### src/http_request_header_parser_assert.svh
// Assertion macros for the HTTP request header parser.
`ifndef HTTP_REQUEST_HEADER_PARSER_ASSERT_SVH
`define HTTP_REQUEST_HEADER_PARSER_ASSERT_SVH
// same-cycle implication
`define HRP_ASSERT_NOW(label, rst_n, ante, cons, msg) \
	label: assert property (@(posedge clk) disable iff (!rst_n) (ante) |-> (cons)) \
		else $error(msg);
// next-cycle implication
`define HRP_ASSERT_NEXT(label, rst_n, ante, cons, msg) \
	label: assert property (@(posedge clk) disable iff (!rst_n) (ante) |=> (cons)) \
		else $error(msg);
`endif

### src/hrp_pkg.sv
// Shared types, codes and byte classes for the HTTP request header parser.
`default_nettype none
package hrp_pkg;

	typedef enum logic [4:0] {
		PH_METHOD, PH_URI, PH_H, PH_T1, PH_T2, PH_P, PH_SLASH, PH_MAJ0, PH_MAJ,
		PH_MIN0, PH_MIN, PH_RL_LF, PH_LINE, PH_NAME, PH_CONT, PH_COLSP, PH_VALUE,
		PH_END_LF, PH_VAL_LF, PH_BODY, PH_DONE, PH_FAIL
	} hrp_phase_t;

	typedef enum logic [1:0] {
		ST_MORE = 2'd0, ST_DONE = 2'd1, ST_BAD = 2'd2, ST_IDLE = 2'd3
	} hrp_status_t;

	typedef enum logic [2:0] {
		KIND_OTHER = 3'd0, KIND_METHOD = 3'd1, KIND_URI = 3'd2,
		KIND_NAME = 3'd3, KIND_VALUE = 3'd4, KIND_BODY = 3'd5
	} hrp_kind_t;

	localparam logic [7:0] CH_CR    = 8'h0D;
	localparam logic [7:0] CH_LF    = 8'h0A;
	localparam logic [7:0] CH_SP    = 8'h20;
	localparam logic [7:0] CH_TAB   = 8'h09;
	localparam logic [7:0] CH_COLON = 8'h3A;
	localparam logic [7:0] CH_DOT   = 8'h2E;
	localparam logic [7:0] CH_SLASH = 8'h2F;
	localparam logic [7:0] CH_H     = 8'h48;
	localparam logic [7:0] CH_T     = 8'h54;
	localparam logic [7:0] CH_P     = 8'h50;
	localparam logic [7:0] CH_ZERO  = 8'h30;
	localparam logic [3:0] CL_NAME_LEN = 4'd14;
	localparam int QDEPTH = 4;

	// classified byte, front to back
	typedef struct packed {
		logic       begin_req;
		logic [7:0] data;
		logic [7:0] lower;
		logic       tok;
		logic       ctl;
		logic       dig;
	} hrp_item_t;

	typedef struct packed {
		hrp_status_t status;
		hrp_kind_t   field_kind;
		logic [7:0]  out_byte;
		logic [5:0]  header_index;
		logic [15:0] version_major;
		logic [15:0] version_minor;
		logic [31:0] body_length;
	} hrp_result_t;

	function automatic logic is_ctl(input logic [7:0] c);
		return (c <= 8'd31) || (c == 8'd127);
	endfunction

	function automatic logic is_sep(input logic [7:0] c);
		logic r;
		unique case (c)
			8'h28, 8'h29, 8'h3C, 8'h3E, 8'h40, 8'h2C, 8'h3B, 8'h3A, 8'h5C, 8'h22,
			8'h2F, 8'h5B, 8'h5D, 8'h3F, 8'h3D, 8'h7B, 8'h7D, 8'h20, 8'h09: r = 1'b1;
			default: r = 1'b0;
		endcase
		return r;
	endfunction

	function automatic logic [7:0] to_lower(input logic [7:0] c);
		return (c >= 8'h41 && c <= 8'h5A) ? c + 8'd32 : c;
	endfunction

	function automatic logic [7:0] cl_name(input logic [3:0] pos);
		logic [7:0] r;
		unique case (pos)
			4'd0: r = "c";  4'd1: r = "o";  4'd2: r = "n";  4'd3: r = "t";
			4'd4: r = "e";  4'd5: r = "n";  4'd6: r = "t";  4'd7: r = "-";
			4'd8: r = "l";  4'd9: r = "e";  4'd10: r = "n"; 4'd11: r = "g";
			4'd12: r = "t"; 4'd13: r = "h";
			default: r = 8'h00;
		endcase
		return r;
	endfunction

endpackage
`default_nettype wire

### src/hrp_front.sv
// Front stage: accepts input bytes and registers their character classes.
`default_nettype none
module hrp_front import hrp_pkg::*; (
	input  wire logic      clk,
	input  wire logic      arst_n,
	input  wire logic      in_valid,
	output logic           in_ready,
	input  wire logic      begin_req,
	input  wire logic [7:0] data,
	output logic           item_valid,
	input  wire logic      item_ready,
	output hrp_item_t      item
);
	logic      valid_s1;
	hrp_item_t item_s1;

	assign in_ready   = !valid_s1 || item_ready;
	assign item_valid = valid_s1;
	assign item       = item_s1;

	always_ff @(posedge clk or negedge arst_n) begin
		if (!arst_n) begin
			valid_s1 <= 1'b0;
		end else if (in_ready) begin
			valid_s1 <= in_valid;
		end
	end

	always_ff @(posedge clk) begin
		if (in_ready && in_valid) begin
			item_s1.begin_req <= begin_req;
			item_s1.data      <= data;
			item_s1.lower     <= to_lower(data);
			item_s1.ctl       <= is_ctl(data);
			item_s1.tok       <= !data[7] && !is_ctl(data) && !is_sep(data);
			item_s1.dig       <= (data >= 8'h30) && (data <= 8'h39);
		end
	end
endmodule
`default_nettype wire

### src/hrp_queue.sv
// Short queue of classified bytes between front and back.
`default_nettype none
module hrp_queue import hrp_pkg::*; (
	input  wire logic clk,
	input  wire logic arst_n,
	input  wire logic push_valid,
	output logic      push_ready,
	input  hrp_item_t push_item,
	output logic      pop_valid,
	input  wire logic pop_ready,
	output hrp_item_t pop_item
);
	localparam int PW = $clog2(QDEPTH);
	hrp_item_t         mem_q [QDEPTH];
	logic [PW-1:0]     wr_q, rd_q;
	logic [PW:0]       cnt_q;
	logic              push, pop;

	assign push_ready = (cnt_q != (PW+1)'(QDEPTH));
	assign pop_valid  = (cnt_q != '0);
	assign pop_item   = mem_q[rd_q];
	assign push       = push_valid && push_ready;
	assign pop        = pop_valid && pop_ready;

	always_ff @(posedge clk or negedge arst_n) begin
		if (!arst_n) begin
			wr_q  <= '0;
			rd_q  <= '0;
			cnt_q <= '0;
		end else begin
			if (push) wr_q <= wr_q + 1'b1;
			if (pop)  rd_q <= rd_q + 1'b1;
			cnt_q <= cnt_q + (PW+1)'(push) - (PW+1)'(pop);
		end
	end

	always_ff @(posedge clk) begin
		if (push) mem_q[wr_q] <= push_item;
	end
endmodule
`default_nettype wire

### src/hrp_back.sv
// Back stage: request grammar state machine and registered result.
`default_nettype none
module hrp_back import hrp_pkg::*; #(
	parameter int MAX_HEADERS = 32,
	parameter int LENGTH_BITS = 32
) (
	input  wire logic clk,
	input  wire logic arst_n,
	input  wire logic item_valid,
	output logic      item_ready,
	input  hrp_item_t item,
	output logic      res_valid,
	input  wire logic res_ready,
	output hrp_result_t res
);
	localparam int HCW = $clog2(MAX_HEADERS + 1);
	localparam int LB  = LENGTH_BITS;

	hrp_phase_t     phase_q, b_phase, n_phase, ph;
	logic           fne_q, b_fne, n_fne;
	logic [15:0]    maj_q, b_maj, n_maj, min_q, b_min, n_min;
	logic [HCW-1:0] hc_q, b_hc, n_hc, hidx;
	logic [3:0]     pos_q, b_pos, n_pos;
	logic           nil_q, b_nil, n_nil;
	logic [LB-1:0]  acc_q, b_acc, n_acc, fin_q, b_fin, n_fin, bc_q, b_bc, n_bc;
	logic           bad_q, b_bad, n_bad;
	logic           fh_bad;
	logic [LB-1:0]  fh_fin;
	logic [LB+3:0]  acc_x10;
	logic [19:0]    ver_x10;
	logic [LB-1:0]  bc_inc;
	hrp_status_t    st;
	hrp_kind_t      kind;
	logic           hdr, take, out_valid_q;
	logic [7:0]     c;
	hrp_result_t    res_q;

	assign take       = item_valid && item_ready;
	assign item_ready = !out_valid_q || res_ready;
	assign res_valid  = out_valid_q;
	assign res        = res_q;
	assign c          = item.data;

	always_comb begin
		if (item.begin_req) begin
			b_phase = PH_METHOD; b_fne = 1'b0; b_maj = '0; b_min = '0; b_hc = '0;
			b_pos = '0; b_nil = 1'b0; b_acc = '0; b_bad = 1'b0; b_fin = '0; b_bc = '0;
		end else begin
			b_phase = phase_q; b_fne = fne_q; b_maj = maj_q; b_min = min_q; b_hc = hc_q;
			b_pos = pos_q; b_nil = nil_q; b_acc = acc_q; b_bad = bad_q; b_fin = fin_q;
			b_bc = bc_q;
		end
	end

	// end-of-header bookkeeping for a Content-Length header
	assign fh_bad  = b_bad || ((b_hc != '0) && b_nil && !b_fne);
	assign fh_fin  = ((b_hc != '0) && b_nil && b_fne) ? b_acc : b_fin;
	assign acc_x10 = ({4'b0, b_acc} << 3) + ({4'b0, b_acc} << 1)
		+ (LB+4)'(c - CH_ZERO);
	assign bc_inc  = b_bc + 1'b1;

	always_comb begin
		ver_x10 = '0;
		if (b_phase == PH_MAJ0 || b_phase == PH_MAJ) begin
			ver_x10 = ({4'b0, b_maj} << 3) + ({4'b0, b_maj} << 1) + 20'(c - CH_ZERO);
		end else begin
			ver_x10 = ({4'b0, b_min} << 3) + ({4'b0, b_min} << 1) + 20'(c - CH_ZERO);
		end
	end

	always_comb begin
		ph = b_phase; n_fne = b_fne; n_maj = b_maj; n_min = b_min; n_hc = b_hc;
		n_pos = b_pos; n_nil = b_nil; n_acc = b_acc; n_bad = b_bad; n_fin = b_fin;
		n_bc = b_bc; st = ST_MORE; kind = KIND_OTHER; hdr = 1'b0;
		unique case (b_phase)
			PH_METHOD: begin
				if (item.tok) begin
					kind = KIND_METHOD; n_fne = 1'b1;
				end else if (b_fne && c == CH_SP) begin
					n_fne = 1'b0; ph = PH_URI;
				end else ph = PH_FAIL;
			end
			PH_URI: begin
				if (!item.ctl && c != CH_SP) begin
					kind = KIND_URI; n_fne = 1'b1;
				end else if (b_fne && c == CH_SP) begin
					n_fne = 1'b0; ph = PH_H;
				end else ph = PH_FAIL;
			end
			PH_H:     ph = (c == CH_H) ? PH_T1 : PH_FAIL;
			PH_T1:    ph = (c == CH_T) ? PH_T2 : PH_FAIL;
			PH_T2:    ph = (c == CH_T) ? PH_P : PH_FAIL;
			PH_P:     ph = (c == CH_P) ? PH_SLASH : PH_FAIL;
			PH_SLASH: ph = (c == CH_SLASH) ? PH_MAJ0 : PH_FAIL;
			PH_MAJ0, PH_MAJ: begin
				if (item.dig) begin
					n_maj = (ver_x10[19:16] != '0) ? 16'hFFFF : ver_x10[15:0];
					ph = PH_MAJ;
				end else if (b_phase == PH_MAJ && c == CH_DOT) ph = PH_MIN0;
				else ph = PH_FAIL;
			end
			PH_MIN0, PH_MIN: begin
				if (item.dig) begin
					n_min = (ver_x10[19:16] != '0) ? 16'hFFFF : ver_x10[15:0];
					ph = PH_MIN;
				end else if (b_phase == PH_MIN && c == CH_CR) ph = PH_RL_LF;
				else ph = PH_FAIL;
			end
			PH_RL_LF, PH_VAL_LF: begin
				hdr = (b_phase == PH_VAL_LF);
				ph = (c == CH_LF) ? PH_LINE : PH_FAIL;
			end
			PH_LINE: begin
				if (item.tok) begin
					n_bad = fh_bad; n_fin = fh_fin; n_acc = '0;
					n_nil = 1'b0; n_pos = '0;
					if (b_hc >= HCW'(MAX_HEADERS)) begin
						ph = PH_FAIL;
					end else begin
						n_hc = b_hc + 1'b1;
						if (item.lower == cl_name(4'd0)) begin
							n_nil = 1'b1; n_pos = 4'd1;
						end
						kind = KIND_NAME; hdr = 1'b1; ph = PH_NAME;
					end
				end else if (c == CH_SP || c == CH_TAB) begin
					if (b_hc == '0) ph = PH_FAIL;
					else begin
						hdr = 1'b1; ph = PH_CONT;
					end
				end else if (c == CH_CR) ph = PH_END_LF;
				else ph = PH_FAIL;
			end
			PH_NAME: begin
				hdr = 1'b1;
				if (item.tok) begin
					kind = KIND_NAME;
					if (b_nil) begin
						if (b_pos < CL_NAME_LEN && item.lower == cl_name(b_pos))
							n_pos = b_pos + 1'b1;
						else n_nil = 1'b0;
					end
				end else if (c == CH_COLON) begin
					if (b_pos != CL_NAME_LEN) n_nil = 1'b0;
					ph = PH_COLSP;
				end else ph = PH_FAIL;
			end
			PH_COLSP: begin
				hdr = 1'b1;
				if (c == CH_SP) begin
					n_fne = 1'b0; n_acc = '0; ph = PH_VALUE;
				end else ph = PH_FAIL;
			end
			PH_CONT, PH_VALUE: begin
				hdr = 1'b1;
				if (b_phase == PH_CONT && (c == CH_SP || c == CH_TAB)) begin
					ph = b_phase;
				end else if (c >= 8'd32 && c <= 8'd126) begin
					n_fne = 1'b1; kind = KIND_VALUE; ph = PH_VALUE;
					if (b_nil) begin
						if (item.dig && acc_x10[LB+3:LB] == '0) n_acc = acc_x10[LB-1:0];
						else n_bad = 1'b1;
					end
				end else if (c == CH_CR) ph = PH_VAL_LF;
				else ph = PH_FAIL;
			end
			PH_END_LF: begin
				if (c != CH_LF) ph = PH_FAIL;
				else begin
					n_bad = fh_bad; n_fin = fh_fin; n_acc = '0;
					n_nil = 1'b0; n_pos = '0;
					if (fh_bad) ph = PH_FAIL;
					else if (fh_fin == '0) begin
						ph = PH_DONE; st = ST_DONE;
					end else ph = PH_BODY;
				end
			end
			PH_BODY: begin
				kind = KIND_BODY; n_bc = bc_inc;
				if (bc_inc >= b_fin) begin
					ph = PH_DONE; st = ST_DONE;
				end
			end
			default: st = ST_IDLE;
		endcase
		if (ph == PH_FAIL && st != ST_IDLE) begin
			st = ST_BAD; kind = KIND_OTHER;
		end
		if (st != ST_IDLE) n_phase = ph;
		else n_phase = (ph == PH_DONE) ? PH_DONE : PH_FAIL;
		hidx = (hdr && n_hc != '0) ? n_hc - 1'b1 : n_hc;
	end

	always_ff @(posedge clk or negedge arst_n) begin
		if (!arst_n) begin
			out_valid_q <= 1'b0;
			phase_q <= PH_METHOD; fne_q <= 1'b0; maj_q <= '0; min_q <= '0; hc_q <= '0;
			pos_q <= '0; nil_q <= 1'b0; acc_q <= '0; bad_q <= 1'b0; fin_q <= '0;
			bc_q <= '0;
		end else begin
			if (item_ready) out_valid_q <= item_valid;
			if (take) begin
				phase_q <= n_phase; fne_q <= n_fne; maj_q <= n_maj; min_q <= n_min;
				hc_q <= n_hc; pos_q <= n_pos; nil_q <= n_nil; acc_q <= n_acc;
				bad_q <= n_bad; fin_q <= n_fin; bc_q <= n_bc;
			end
		end
	end

	always_ff @(posedge clk) begin
		if (take) begin
			res_q.status        <= st;
			res_q.field_kind    <= kind;
			res_q.out_byte      <= c;
			res_q.header_index  <= 6'(hidx);
			res_q.version_major <= n_maj;
			res_q.version_minor <= n_min;
			res_q.body_length   <= (n_phase == PH_BODY || n_phase == PH_DONE)
				? 32'(n_fin) : 32'd0;
		end
	end

`include "http_request_header_parser_assert.svh"
	`HRP_ASSERT_NEXT(a_done_phase, arst_n, take && st == ST_DONE, phase_q == PH_DONE, "complete without done phase")
	`HRP_ASSERT_NEXT(a_bad_phase, arst_n, take && st == ST_BAD, phase_q == PH_FAIL, "malformed without fail phase")
	`HRP_ASSERT_NOW(a_body_len, arst_n, phase_q == PH_BODY, fin_q != '0, "body phase with zero length")
endmodule
`default_nettype wire

### src/http_request_header_parser.sv
// Top level of the HTTP request header parser.
// Parses an HTTP request one byte per clock while the result output is not
// stalled, and returns one result per byte: status, byte role, header index,
// versions and body length. Each result passes the classify register, the
// queue and the result register in that order. Set s_tuser high on the first
// byte of each request.
`default_nettype none
module http_request_header_parser import hrp_pkg::*; #(
	parameter int MAX_HEADERS = 32,
	parameter int LENGTH_BITS = 32
) (
	input  wire logic        clk,
	input  wire logic        arst_n,
	input  wire logic        s_tvalid,
	output logic             s_tready,
	input  wire logic [7:0]  s_tdata,  // in_byte
	input  wire logic [0:0]  s_tuser,  // begin_request
	output logic             m_tvalid,
	input  wire logic        m_tready,
	output logic [79:0]      m_tdata,  // status, out_byte, header_index,
	                                   // version_major, version_minor, body_length
	output logic [2:0]       m_tuser   // field_kind
);
	logic        f_valid, f_ready, q_valid, q_ready;
	hrp_item_t   f_item, q_item;
	hrp_result_t r;

	hrp_front u_front (
		.clk, .arst_n, .in_valid(s_tvalid), .in_ready(s_tready),
		.begin_req(s_tuser[0]), .data(s_tdata),
		.item_valid(f_valid), .item_ready(f_ready), .item(f_item)
	);

	hrp_queue u_queue (
		.clk, .arst_n, .push_valid(f_valid), .push_ready(f_ready), .push_item(f_item),
		.pop_valid(q_valid), .pop_ready(q_ready), .pop_item(q_item)
	);

	hrp_back #(.MAX_HEADERS(MAX_HEADERS), .LENGTH_BITS(LENGTH_BITS)) u_back (
		.clk, .arst_n, .item_valid(q_valid), .item_ready(q_ready), .item(q_item),
		.res_valid(m_tvalid), .res_ready(m_tready), .res(r)
	);

	assign m_tdata = {r.body_length, r.version_minor, r.version_major,
		r.header_index, r.out_byte, r.status};
	assign m_tuser = r.field_kind;
endmodule
`default_nettype wire

### config.mk
export PLATFORM = sky130hd
export DESIGN_NAME = http_request_header_parser
export DESIGN_NICKNAME = d
export VERILOG_FILES = /design/src/hrp_pkg.sv /design/src/hrp_front.sv /design/src/hrp_queue.sv /design/src/hrp_back.sv /design/src/http_request_header_parser.sv
export VERILOG_INCLUDE_DIRS = /design/src /design/src/src
export SDC_FILE = /design/constraint.sdc
export NUM_CORES = 1
export LEC_CHECK = 0
export ABC_AREA = 1
export BUFFER_PORTS_ARGS = -buffer_cell sky130_fd_sc_hd__clkbuf_2
export CAP_MARGIN = 20
export CORE_MARGIN = 1
export CORE_UTILIZATION = 35
export DETAILED_ROUTE_END_ITERATION = 10
export GPL_TIMING_DRIVEN = 0
export PLACE_DENSITY = 0.51
export RECOVER_POWER = 25
export SYNTH_ARGS = -nofsm -noshare
export SYNTH_HDL_FRONTEND = slang
export SYNTH_HIERARCHICAL = 1
export SYNTH_SLANG_ARGS = --single-unit
### constraint.sdc
create_clock -name clk -period 18.85 [get_ports clk]
set_clock_uncertainty 0.05 [all_clocks]
set_input_delay 1.885 -clock clk [delete_from_list [all_inputs] [get_ports clk]]
set_output_delay 1.885 -clock clk [all_outputs]
set_load 0.02 [all_outputs]
==> flow_metrics.env <==
export IMPL_crit_path_max_fanout=10
export IMPL_track_usage=0.2282
export IMPL_syn_inst=3406
export IMPL_core_sq_mm=0.07064
export IMPL_rrSetupSlack_ns=9.65
export IMPL_post_cts_setup_buffers=0
export IMPL_drt_iter0_drc=2019
export IMPL_fillers=7440
export IMPL_start_util=0.3564
export IMPL_min_path_type="flop to flop"
export IMPL_h_tree_depth=2
export IMPL_endpoint="u_back/res[21]$_SDFFCE_PN0P_"
export IMPL_cts_sinks=333
export IMPL_cp_slowest_cell="clkbuf_1"
export IMPL_min_period_ns=9.199
export IMPL_routed_wirelength_um=84250
export IMPL_drc=0
export IMPL_slew_headroom=-2.361
export IMPL_via_per_inst=5.097
export IMPL_io_pins=98
export IMPL_antenna_found_initial=0
export IMPL_synthAdderAreaFrac=0.1159
export IMPL_grt_max_degree=80
export IMPL_finalSetupViolCount=0
export IMPL_cts_resized=0
export IMPL_yosys_area_share_xor_xnor=0.02853
export IMPL_synth_avg_cell_area_sq_um=7.392
export IMPL_cts_root_buf="clkbuf_16"
export IMPL_vias=23088
export IMPL_hpwl_um=65370
export IMPL_grt_pass1_wl_um=130100
export IMPL_setup_ws_ns=9.651
export IMPL_synthMuxAreaShare=0.001988
export IMPL_r2r_end="u_back/res[21]$_SDFFCE_PN0P_"
export IMPL_status="finished, violations left"
export IMPL_yosys_warnings=6
export IMPL_synth_area_sq_mm=0.02518
export IMPL_layout_drive_gt1_share=0.06351
export IMPL_clk_path_buf_depth=3
export IMPL_synthSimpleGateAreaFrac=0.2642
export IMPL_seq_area_sq_mm=0.009224
export IMPL_hold_viol=0
export IMPL_rsz0062_at_grt="no"
export IMPL_start_kind="flop"
export IMPL_fmax_mhz=108.7
export IMPL_ir_drop_v=0.0001437
export IMPL_wire_per_inst_um=18.60
export IMPL_tns_ns=0
export IMPL_cp_startpoint="u_queue/rd_q[0]$_DFFE_PN0P_"
export IMPL_finalNetCount=3765
export IMPL_worst_hold_slack_ns=0.4285
export IMPL_clkTransAtPathRegs_ns=0.06
export IMPL_synth_edf_count=178
export IMPL_pre_cts_ws_ns=10.20
export IMPL_area_growth_pct=12.57
export IMPL_cts_hold_buffers=0
export IMPL_violations="capacitance limit, slew limit"
export IMPL_numCtsBuffers=42
export IMPL_ant_nets=0
export IMPL_overflow=0
export IMPL_ys_flop_type="edfxtp_1"
export IMPL_ys_seq_area_frac=0.3664
export IMPL_multi_input_area_sq_mm=0.01348
export IMPL_synth_seq_cells=333
export IMPL_dr_pass1_iters=5
export IMPL_die_w_um=270.2
export IMPL_async_flop_share=0.4655
export IMPL_slowest_delay_ns=0.73
export IMPL_power_leakage_nw=13.70
export IMPL_place_congestion=0.9453
export IMPL_die_area_sq_mm=0.07301
export IMPL_synth_compound_area_frac=0.1245
export IMPL_worstSetupEndpointType="flop"
export IMPL_cap_viol_max_count=1
export IMPL_synth_cell_types=54
export IMPL_drv_slew=78
export IMPL_std_cell_rows=97
export IMPL_finalCritPeriodShare=0.4880
export IMPL_chipHeight_um=270.2
export IMPL_critPathRequiredTime_ns=19.20
export IMPL_arrival_ns=9.55
export IMPL_syn_num_nets=3615
export IMPL_critical_path_class="flop to flop"
export IMPL_portBuffers=97
export IMPL_cts_tree="yes"
export IMPL_synth_top_family_by_area="simple AND/OR/NAND/NOR gates"
export IMPL_worst_pin_slew_ns=5.041
export IMPL_antenna_cells=0
export IMPL_r2r_cells=40
export IMPL_cp_common_cell="nand2_1"
export IMPL_p_per_area_mw_per_mm2=204.2
export IMPL_clk_latency_ns=0.58
export IMPL_grt_pass1_vias=22208
export IMPL_r2r_start="u_queue/rd_q[0]$_DFFE_PN0P_"
[where the power goes]
part	internal, mW	leakage [nW]	switching (mW)
logic	1.15	9.19	2.74
registers	1.00	3.81	0.0746
clock network	0.481	0.692	0.343
[cells by family after synthesis]
logic type,after synthesis
AOI/OAI and AO/OA,592
xor gates and xnor gates,82
adders and majority gates,196
buffers and inverters,624
DFF,333
muxes,5
and+or+nand+nor,1574
[cells in the mapped netlist, drive strengths merged (2+ instances only)]
master | number | share of area
nand2 | 872 | 0.13
inv | 491 | 0.073
nor2 | 302 | 0.046
o21ai | 276 | 0.055
a21oi | 248 | 0.050
nand3 | 245 | 0.049
edfxtp | 178 | 0.21
dfrtp | 155 | 0.15
ha | 134 | 0.067
nand4 | 92 | 0.023
clkbuf | 81 | 0.012
fa | 62 | 0.049
xor2 | 53 | 0.018
buf | 48 | 0.013
nor3 | 39 | 0.0085
xnor2 | 29 | 0.010
a21o | 10 | 0.0030
a31oi | 9 | 0.0022
nor4 | 9 | 0.0030
o22ai | 9 | 0.0025
a211oi | 8 | 0.0024
o211ai | 8 | 0.0024
o21bai | 7 | 0.0021
or2 | 7 | 0.0017
mux2i | 5 | 0.0020
o21a | 5 | 0.0015
clkinv | 4 | 0.00060
nand3b | 4 | 0.0017
o2111ai | 4 | 0.0014
nor3b | 3 | 0.0011
a22oi | 2 | 0.00060
[critical path, delay by kind of cell, from the launching register on]
kind	cells	cell delay (ns)
xor+xnor	1	0.13
buf+inv	13	4.86
flops	1	0.32
fa+ha+maj	2	0.56
compound gates	3	0.49
simple gates	21	2.60
[layout by cell type, fill, tap and decap left out, types with 5 or more instances in the layout]
cell / synthesis / layout
nor4_1: 6 / 6
clkbuf_16: 0 / 43
o21bai_1: 7 / 7
inv_1: 486 / 487
buf_6: 11 / 8
or2_2: 6 / 6
a211oi_1: 8 / 8
nor2_1: 295 / 294
o21a_1: 5 / 5
o21ai_0: 240 / 242
o21ai_1: 36 / 34
mux2i_1: 5 / 5
nor3_1: 35 / 35
nor2_2: 6 / 6
o22ai_1: 8 / 8
xor2_1: 53 / 53
clkinv_1: 4 / 7
clkinv_4: 0 / 6
nand3_1: 244 / 244
fa_1: 62 / 62
dfrtp_1: 155 / 155
clkbuf_2: 0 / 87
clkinv_2: 0 / 7
a21o_1: 10 / 10
xnor2_1: 29 / 29
clkbuf_1: 81 / 108
a31oi_1: 9 / 9
buf_2: 21 / 20
buf_1: 8 / 8
nand2_1: 870 / 871
nand4_1: 92 / 92
edfxtp_1: 178 / 178
a21oi_1: 246 / 245
ha_1: 134 / 134
o211ai_1: 8 / 8
[state kept, by name, indices dropped and copies added (netlist names), 2 cells and up]
signal          count
u_back/res         83
u_queue/mem_q      80
u_back/acc_q       32
u_back/bc_q        32
u_back/fin_q       32
u_back/maj_q       16
u_back/min_q       16
u_front/item       15
u_back/hc_q         6
u_back/phase_q      5
u_back/pos_q        4
u_queue/cnt_q       3
u_queue/rd_q        2
u_queue/wr_q        2
[worst min path at each step]
stage	slack, ns	startpoint	cells after the start	to
after floorplan	0.39	u_queue/rd_q[1]$_DFFE_PN0P_	2	u_queue/rd_q[1]$_DFFE_PN0P_
after global placement	0.41	u_back/maj_q[8]$_DFFE_PN0P_	2	u_back/maj_q[8]$_DFFE_PN0P_
after detailed placement	0.42	u_back/maj_q[4]$_DFFE_PN0P_	2	u_back/maj_q[4]$_DFFE_PN0P_
after CTS	0.43	u_queue/rd_q[1]$_DFFE_PN0P_	2	u_queue/rd_q[1]$_DFFE_PN0P_
after global routing	0.44	u_back/maj_q[5]$_DFFE_PN0P_	2	u_back/maj_q[5]$_DFFE_PN0P_
final	0.43	u_back/maj_q[5]$_DFFE_PN0P_	2	u_back/maj_q[5]$_DFFE_PN0P_
[per-stage QoR]
stage	util	area, sq um	power [mW]	instances
after floorplan	-	25180	3.736	3406
after global placement	0.3800	26840	4.923	4443
after detailed placement	0.3834	27080	4.949	4452
after CTS	0.4033	28490	5.807	4530
after global routing	0.4012	28340	6.288	4530
final	0.4012	28340	5.786	4530
[per-layer routing]
layer | wire length, um | GRT usage | part of all wire
met1 | 39840 | 0.3252 | 0.47
met2 | 37620 | 0.3632 | 0.45
met3 | 4840 | 0.03085 | 0.057
met4 | 1947 | 0.05724 | 0.023
met5 | 0 | 0 | 0
[layout make-up]
| cell class | instances | share of cell area |
|---|---|---|
| buffer | 129 | 0.02062 |
| clock buffer | 53 | 0.04070 |
| clock inverter | 25 | 0.009006 |
| inverter | 495 | 0.06556 |
| multi-input combinational | 2449 | 0.4757 |
| sequential | 333 | 0.3255 |
| tap | 940 | 0.04150 |
| timing repair buffer | 106 | 0.02150 |
Note: power is estimated with default switching activity, not from simulation.
